File: src/rtl/ttra_pkg.sv
// shared types, constants and helpers for the tiled texture row address generator
// no dependencies; imported by every module of the block
`default_nettype none

package ttra_pkg;

  localparam int ADDR_W = 25;

  // configuration register indexes
  localparam logic [2:0] CFG_PIXEL_SIZE  = 3'd0;
  localparam logic [2:0] CFG_TILING_MODE = 3'd1;
  localparam logic [2:0] CFG_IMAGE_COLS  = 3'd2;
  localparam logic [2:0] CFG_TILED_PITCH = 3'd3;
  localparam logic [2:0] CFG_LIN_PITCH   = 3'd4;
  localparam logic [2:0] CFG_ORIGIN_COL  = 3'd5;
  localparam logic [2:0] CFG_ORIGIN_ROW  = 3'd6;

  // pixel size code for one byte per pixel (the only 8-row microtile)
  localparam logic [1:0] PIX_1B = 2'd0;

  localparam logic       MODE_LT = 1'b0;
  localparam logic       MODE_T  = 1'b1;

  localparam logic [4:0] ROW_BYTES_TALL  = 5'd8;
  localparam logic [4:0] ROW_BYTES_SHORT = 5'd16;

  // subtile order inside a 4k tile, by tile row parity
  localparam logic [1:0] ODD_ORDER  [4] = '{2'd2, 2'd1, 2'd3, 2'd0};
  localparam logic [1:0] EVEN_ORDER [4] = '{2'd0, 2'd3, 2'd1, 2'd2};

  typedef struct packed {
    logic [9:0] utile_col;
    logic [9:0] utile_row;
  } in_item_t;

  typedef struct packed {
    logic [ADDR_W-1:0] tiled_address;
    logic [ADDR_W-1:0] linear_address;
    logic [4:0]        row_bytes;
    logic              last_row;
  } out_item_t;

  typedef struct packed {
    logic [1:0]  pixel_size_code;
    logic        tiling_mode;
    logic [10:0] image_utile_columns;
    logic [14:0] tiled_row_pitch;
    logic [14:0] linear_row_pitch;
    logic [9:0]  box_origin_col;
    logic [9:0]  box_origin_row;
  } cfg_t;

  // start of one microtile as handed to the row generator
  typedef struct packed {
    logic [ADDR_W-1:0] tbase;
    logic [ADDR_W-1:0] lbase;
    logic [14:0]       lstep;
    logic              tall;
  } base_t;

  function automatic logic [1:0] sub_order(input logic odd, input logic [1:0] sidx);
    sub_order = odd ? ODD_ORDER[sidx] : EVEN_ORDER[sidx];
  endfunction

endpackage

`default_nettype wire

File: src/rtl/tiled_texture_row_address_gen.sv
// top level of the tiled texture row address generator: config registers, input register
// depends on ttra_pkg, ttra_base, ttra_row_gen
`default_nettype none

// usage
//   in channel (in_valid/in_ready/in_data): one microtile position inside the box
//   out channel (out_valid/out_ready/out_data): one transfer per pixel row of that
//     microtile, 8 rows at one byte per pixel, 4 rows otherwise, last_row on the final one
//   cfg port: cfg_wr_en/cfg_index/cfg_wr_data, a write lands on the clock edge; the user must
//     write only while no item is in flight, the block itself does not enforce it
// an item is registered in the input register on its transfer; its first row is loaded
//   into the result register when the row generator takes the item from there
// throughput: one row per cycle while out_ready is high; the row generator
//   reloads on the same edge that its final row is taken, so rows of consecutive
//   items follow without a gap
// the input register accepts a new item while the row generator is busy with the
//   previous one; in_ready drops only when both are occupied
// reset: synchronous active low, registers return to pixel size code 2, T mode, an 8-column
//   image, zero pitches and zero box origin; both stages empty
// a stalled receiver holds the current row steady; the input side fills and then
//   backs up through in_ready
module tiled_texture_row_address_gen (
  input  logic                clk,
  input  logic                rst_n,
  input  logic                in_valid,
  output logic                in_ready,
  input  ttra_pkg::in_item_t  in_data,
  output logic                out_valid,
  input  logic                out_ready,
  output ttra_pkg::out_item_t out_data,
  input  logic                cfg_wr_en,
  input  logic [2:0]          cfg_index,
  input  logic [14:0]         cfg_wr_data
);
  import ttra_pkg::*;

  cfg_t     cfg_r;
  cfg_t     cfg_nxt;
  logic     s0_valid_r;
  logic     s0_valid_nxt;
  in_item_t s0_item_r;
  in_item_t s0_item_nxt;
  base_t    base;
  logic     base_take;

  // config register decode
  always_comb begin
    cfg_nxt = cfg_r;
    if (cfg_wr_en) begin
      unique case (cfg_index)
        CFG_PIXEL_SIZE:  cfg_nxt.pixel_size_code     = cfg_wr_data[1:0];
        CFG_TILING_MODE: cfg_nxt.tiling_mode         = cfg_wr_data[0];
        CFG_IMAGE_COLS:  cfg_nxt.image_utile_columns = cfg_wr_data[10:0];
        CFG_TILED_PITCH: cfg_nxt.tiled_row_pitch     = cfg_wr_data;
        CFG_LIN_PITCH:   cfg_nxt.linear_row_pitch    = cfg_wr_data;
        CFG_ORIGIN_COL:  cfg_nxt.box_origin_col      = cfg_wr_data[9:0];
        CFG_ORIGIN_ROW:  cfg_nxt.box_origin_row      = cfg_wr_data[9:0];
        default: ;  // unmapped index, write ignored
      endcase
    end
  end

  // input register: refills on the cycle its item moves to the row generator
  assign in_ready = !s0_valid_r || base_take;

  always_comb begin
    s0_valid_nxt = s0_valid_r && !base_take;
    s0_item_nxt  = s0_item_r;
    if (in_valid && in_ready) begin
      s0_valid_nxt = 1'b1;
      s0_item_nxt  = in_data;
    end
  end

  always_ff @(posedge clk) begin
    if (!rst_n) begin
      cfg_r.pixel_size_code     <= 2'd2;
      cfg_r.tiling_mode         <= MODE_T;
      cfg_r.image_utile_columns <= 11'd8;
      cfg_r.tiled_row_pitch     <= 15'd0;
      cfg_r.linear_row_pitch    <= 15'd0;
      cfg_r.box_origin_col      <= 10'd0;
      cfg_r.box_origin_row      <= 10'd0;
      s0_valid_r                <= 1'b0;
    end else begin
      cfg_r      <= cfg_nxt;
      s0_valid_r <= s0_valid_nxt;
    end
    s0_item_r <= s0_item_nxt;
  end

  // base addresses of the held microtile, one multiply deep
  ttra_base u_base (
    .cfg  (cfg_r),
    .item (s0_item_r),
    .base (base)
  );

  // per-row stepping and the result register
  ttra_row_gen u_row_gen (
    .clk        (clk),
    .rst_n      (rst_n),
    .base_valid (s0_valid_r),
    .base       (base),
    .base_take  (base_take),
    .out_valid  (out_valid),
    .out_ready  (out_ready),
    .out_data   (out_data)
  );

endmodule

`default_nettype wire

File: src/rtl/ttra_base.sv
// microtile base address calculation for T and LT layouts and the linear buffer
// depends on ttra_pkg
`default_nettype none

module ttra_base (
  input  ttra_pkg::cfg_t     cfg,
  input  ttra_pkg::in_item_t item,
  output ttra_pkg::base_t    base
);
  import ttra_pkg::*;

  logic              tall;
  logic [9:0]        acol;
  logic [9:0]        arow;
  logic [7:0]        tiles_per_row;
  logic [6:0]        tx;
  logic [6:0]        ty;
  logic              odd;
  logic [12:0]       tx_sel;
  logic [14:0]       ty_x_tpr;
  logic [12:0]       tile_idx;
  logic [1:0]        sub;
  logic [ADDR_W-1:0] t_addr;
  logic [ADDR_W-1:0] lt_prod;
  logic [ADDR_W-1:0] lt_addr;
  logic [ADDR_W-1:0] ln_prod;
  logic [ADDR_W-1:0] ln_addr;

  assign tall = (cfg.pixel_size_code == PIX_1B);
  assign acol = cfg.box_origin_col + item.utile_col;
  assign arow = cfg.box_origin_row + item.utile_row;

  // T layout: tile index, subtile order, 4x4 raster of microtiles
  assign tiles_per_row = cfg.image_utile_columns[10:3];
  assign tx  = acol[9:3];
  assign ty  = arow[9:3];
  assign odd = ty[0];
  // odd tile rows run right to left
  assign tx_sel   = odd ? (13'(tiles_per_row) - 13'(tx) - 13'd1) : 13'(tx);
  assign ty_x_tpr = 15'(ty) * 15'(tiles_per_row);
  assign tile_idx = ty_x_tpr[12:0] + tx_sel;
  assign sub      = sub_order(odd, {arow[2], acol[2]});
  assign t_addr   = {tile_idx, sub, arow[1:0], acol[1:0], 6'b0};

  // LT layout: plain raster of microtiles
  assign lt_prod = 25'(arow) * 25'(cfg.tiled_row_pitch);
  assign lt_addr = (tall ? (lt_prod << 3) : (lt_prod << 2)) + 25'({acol, 6'b0});

  // linear buffer, box-relative coordinates
  assign ln_prod = 25'(item.utile_row) * 25'(cfg.linear_row_pitch);
  assign ln_addr = (tall ? (ln_prod << 3) : (ln_prod << 2))
                 + (tall ? 25'({item.utile_col, 3'b0}) : 25'({item.utile_col, 4'b0}));

  always_comb begin
    base.tbase = (cfg.tiling_mode == MODE_T) ? t_addr : lt_addr;
    base.lbase = ln_addr;
    base.lstep = cfg.linear_row_pitch;
    base.tall  = tall;
  end

endmodule

`default_nettype wire

File: src/rtl/ttra_row_gen.sv
// row generator: steps through the pixel rows of one microtile, holds the result register
// depends on ttra_pkg
`default_nettype none

module ttra_row_gen (
  input  logic                clk,
  input  logic                rst_n,
  input  logic                base_valid,
  input  ttra_pkg::base_t     base,
  output logic                base_take,
  output logic                out_valid,
  input  logic                out_ready,
  output ttra_pkg::out_item_t out_data
);
  import ttra_pkg::*;

  logic              valid_r;
  logic              valid_nxt;
  logic [ADDR_W-1:0] tacc_r;
  logic [ADDR_W-1:0] tacc_nxt;
  logic [ADDR_W-1:0] lacc_r;
  logic [ADDR_W-1:0] lacc_nxt;
  logic [14:0]       lstep_r;
  logic [14:0]       lstep_nxt;
  logic              tall_r;
  logic              tall_nxt;
  logic [2:0]        row_r;
  logic [2:0]        row_nxt;
  logic              last;
  logic              advance;
  logic              load;
  logic [4:0]        rbytes;

  assign last    = tall_r ? (row_r == 3'd7) : (row_r == 3'd3);
  assign rbytes  = tall_r ? ROW_BYTES_TALL : ROW_BYTES_SHORT;
  assign advance = !valid_r || out_ready;
  assign load    = advance && (!valid_r || last);
  assign base_take = load && base_valid;

  always_comb begin
    valid_nxt = valid_r;
    tacc_nxt  = tacc_r;
    lacc_nxt  = lacc_r;
    lstep_nxt = lstep_r;
    tall_nxt  = tall_r;
    row_nxt   = row_r;
    if (load) begin
      valid_nxt = base_valid;
      tacc_nxt  = base.tbase;
      lacc_nxt  = base.lbase;
      lstep_nxt = base.lstep;
      tall_nxt  = base.tall;
      row_nxt   = 3'd0;
    end else if (advance) begin
      tacc_nxt = tacc_r + 25'(rbytes);
      lacc_nxt = lacc_r + 25'(lstep_r);
      row_nxt  = row_r + 3'd1;
    end
  end

  always_ff @(posedge clk) begin
    if (!rst_n) begin
      valid_r <= 1'b0;
      row_r   <= 3'd0;
      tall_r  <= 1'b0;
    end else begin
      valid_r <= valid_nxt;
      row_r   <= row_nxt;
      tall_r  <= tall_nxt;
    end
    tacc_r  <= tacc_nxt;
    lacc_r  <= lacc_nxt;
    lstep_r <= lstep_nxt;
  end

  assign out_valid = valid_r;
  always_comb begin
    out_data.tiled_address  = tacc_r;
    out_data.linear_address = lacc_r;
    out_data.row_bytes      = rbytes;
    out_data.last_row       = last;
  end

endmodule

`default_nettype wire

File: config.mk
export PLATFORM = sky130hd
export DESIGN_NAME = tiled_texture_row_address_gen
export DESIGN_NICKNAME = d
export VERILOG_FILES = /design/src/rtl/ttra_pkg.sv /design/src/rtl/tiled_texture_row_address_gen.sv /design/src/rtl/ttra_base.sv /design/src/rtl/ttra_row_gen.sv
export SDC_FILE = /design/constraint.sdc
export NUM_CORES = 1
export LEC_CHECK = 0
export BUFFER_PORTS_ARGS = -buffer_cell sky130_fd_sc_hd__buf_2
export CAP_MARGIN = 0
export CORE_ASPECT_RATIO = 0.5
export CORE_MARGIN = 2
export CORE_UTILIZATION = 45
export DETAILED_ROUTE_END_ITERATION = 10
export SLEW_MARGIN = 20
export SYNTH_ARGS = -nofsm -noshare
export SYNTH_HDL_FRONTEND = slang
export SYNTH_SLANG_ARGS = --single-unit
File: constraint.sdc
create_clock -name clk -period 16.4 [get_ports clk]
set_input_delay 1.64 -clock clk [delete_from_list [all_inputs] [get_ports clk]]
set_output_delay 1.64 -clock clk [all_outputs]
set_load 0.02 [all_outputs]
==> impl_metrics.env <==
export IMPL_clock_sinks=150
export IMPL_path_clk_slew_ns=0.07
export IMPL_cap_violations=0
export IMPL_setup_viol=0
export IMPL_crit_slowest_cell="a2111oi_1"
export IMPL_switching_power_w=0.0005900
export IMPL_finalHoldViolCount=0
export IMPL_arrival_ns=9.78
export IMPL_grt_pass1_wl_um=95280
export IMPL_io_buffers=95
export IMPL_routabilityCongestion=0.8718
export IMPL_min_path_type="reg -> reg"
export IMPL_critPathMostFrequentCell="fa_1"
export IMPL_htree_levels=4
export IMPL_dr_total_vias=17520
export IMPL_syn_area_um2=21890
export IMPL_dieArea_um2=50530
export IMPL_synth_common_cells="nand2_1 (414), inv_1 (338), fa_1 (249), ha_1 (196), and2_1 (175)"
export IMPL_switching_share_pct=39.89
export IMPL_grt_util_all_layers_pct=23.79
export IMPL_die_w_um=315.9
export IMPL_utilization_pct=48.63
export IMPL_synth_seq_cells=150
export IMPL_drive_gt1_share_pct=6.329
export IMPL_cts_repair_resized=0
export IMPL_cts_root_buf="clkbuf_16"
export IMPL_clk_latency_ns=0.46
export IMPL_period_minus_slack_ns=9.476
export IMPL_status="completed"
export IMPL_seq_area_um2=3834
export IMPL_finClkSkew_ns=0.01301
export IMPL_cp_start_kind="flop"
export IMPL_fmax_mhz=105.5
export IMPL_worstSetupEndpointType="flop"
export IMPL_ys_seq_area_share_pct=17.52
export IMPL_grt_overflow=0
export IMPL_antenna_found_initial=1
export IMPL_num_rows=57
export IMPL_area_growth_pct=7.283
export IMPL_p_per_area_nw_per_um2=63.00
export IMPL_worst_pin_slew_ns=1.050
export IMPL_grt_max_degree=68
export IMPL_dp_hpwl_um=44520
export IMPL_cts_tree="done"
export IMPL_r2r_cells=32
export IMPL_internal_power_w=0.0008892
export IMPL_wl_per_cell_um=17.64
export IMPL_grt_pass1_vias=18020
export IMPL_crit_required_ns=16.71
export IMPL_synthCells=2572
export IMPL_relSlewSlack_pct=30.00
export IMPL_fin_ws_ns=6.924
export IMPL_synthFlopType="edfxtp_1"
export IMPL_timing_final_crit_share_pct=57.78
export IMPL_synth_area_top_cells="fa_1 (23%), edfxtp_1 (11%), ha_1 (11%)"
export IMPL_critPathMaxFanout=21
export IMPL_cts_setup_buffers=0
export IMPL_ios=101
export IMPL_dr_first_iter_drc_count=1092
export IMPL_clock_path_buffers=2
export IMPL_synth_async_reset_ratio_pct=0
export IMPL_fin_tns_setup_ns=0
export IMPL_yosys_warnings=0
export IMPL_regToRegSetupSlack_ns=6.92
export IMPL_multi_input_comb_area_um2=16360
export IMPL_final_cell_area_um2=23480
export IMPL_postCtsHoldBufs=0
export IMPL_power_frac_seq_pct=34.1
export IMPL_path_class="reg -> reg"
export IMPL_drcViolationCount=0
export IMPL_numCtsBuffers=17
export IMPL_die_y_um=159.9
export IMPL_slowest_delay_ns=0.79
export IMPL_synth_avg_cell_area_um2=8.510
export IMPL_p_clk_share_pct=27.5
export IMPL_synth_largest_area_cell="fa_1"
export IMPL_drv_slew=0
export IMPL_yosysTopAreaCellShare_pct=22.77
export IMPL_peakVddDrop_mv=0.06857
export IMPL_synth_edff_count=83
export IMPL_initial_core_util_pct=45.33
export IMPL_place_area_um2=22890
export IMPL_nFillCells=4704
export IMPL_rsz0062_at_grt="no"
export IMPL_synth_distinct_cells=74
export IMPL_wl_um=57460
export IMPL_p_leak_nw=10.98
export IMPL_pre_cts_ws_ns=6.941
export IMPL_postRouteAntennaNets=0
export IMPL_routed_via_density=5.379
export IMPL_holdPathStages=2
export IMPL_synth_most_common_cell="nand2_1"
export IMPL_p_comb_share_pct=38.4
export IMPL_fin_nets=3082
export IMPL_drtPass1Iterations=5
export IMPL_core_area_um2=48280
-- kinds of logic after synthesis --
family                   share of synthesized area (%)
AND/OR/NAND/NOR                                  19.79
buffers and inverters                            7.923
AO/OA/AOI/OAI                                    13.80
adder cells (fa/ha/maj)                          33.98
flip-flops                                       17.52
XOR/XNOR                                         5.728
multiplexers                                     1.246
other                                          0.01713
-- final cells by class --
class | instances | share of cell area [%]
multi-input combinational | 1973 | 69.66
sequential | 150 | 16.33
inverter | 339 | 5.419
tap | 649 | 3.458
timing repair buffer | 113 | 2.600
clock buffer | 18 | 1.828
clock inverter | 14 | 0.6820
antenna | 2 | 0.02131
-- worst max-delay path, delay by kind of cell (launching register included) --
family | cells | cell delay (ns)
AOI/OAI and AO/OA | 13 | 3.68
DFF | 1 | 0.71
muxes | 1 | 0.16
and+or+nand+nor | 5 | 0.66
adders and majority gates | 8 | 3.67
buffers and inverters | 5 | 0.43
-- placed cells by master, fill, tap and decap left out, types with 18 or more instances in the layout --
cell and count:
nand2_1 414, inv_1 338, fa_1 249, ha_1 196
and2_1 174, a21oi_1 104, nor2_1 96, buf_2 95
xnor2_1 86, o21ai_0 84, edfxtp_1 83, dfxtp_1 67
a21boi_0 61, xor2_1 51, nor3_1 39, nand3_1 33
a21o_1 32, nand2b_1 32, nor2b_1 31, o21a_1 26
mux2i_1 25, and3_1 23, o211ai_1 22, buf_4 18
-- metal layers --
layer	up-vias	track usage [%]	part of all wire [%]
met2	309	40.44	48
met5	-	0	0
met3	61	2.766	3.4
met1	8664	32.32	46
met4	0	5.946	2.0
li1	8490	-	-
-- registers in the layout, indices dropped and copies added, names as in the netlist --
register,count
u_row_gen.lacc_r,25
u_row_gen.lstep_r,15
cfg_r,61
s0_item_r,20
u_row_gen.tall_r,1
s0_valid_r,1
u_row_gen.out_valid,1
u_row_gen.row_r,3
u_row_gen.tacc_r,23
-- final timing paths --
check                                   endpoint                    from
hold / removal             cfg_r[5]$_SDFFE_PN0P_   cfg_r[5]$_SDFFE_PN0P_
setup / recovery  u_row_gen.tacc_r[21]$_DFFE_PP_  s0_item_r[1]$_DFFE_PP_
setup reg to reg  u_row_gen.tacc_r[21]$_DFFE_PP_  s0_item_r[1]$_DFFE_PP_
hold reg to reg            cfg_r[5]$_SDFFE_PN0P_   cfg_r[5]$_SDFFE_PN0P_
-- per-stage QoR --
step | hold slack [ns] | power [W] | cells
finish | 0.4785 | 0.001479 | 3258
global route | 0.4993 | 0.001576 | 3257
floorplan | 0.4064 | 0.0009059 | 2576
CTS | 0.4760 | 0.001489 | 3256
global placement | 0.4594 | 0.001075 | 3224
detailed placement | 0.4634 | 0.001080 | 3224
-- power groups by stage --
stage / Sequential (W) / Combinational, W / Clock, W
global route: 0.000511 / 0.000635 / 0.000429
floorplan: 0.000529 / 0.000377 / 0
detailed placement: 0.000513 / 0.000567 / 0
finish: 0.000505 / 0.000568 / 0.000406
CTS: 0.000506 / 0.000570 / 0.000413
global placement: 0.000513 / 0.000562 / 0
(Power assumes the default switching activity.)
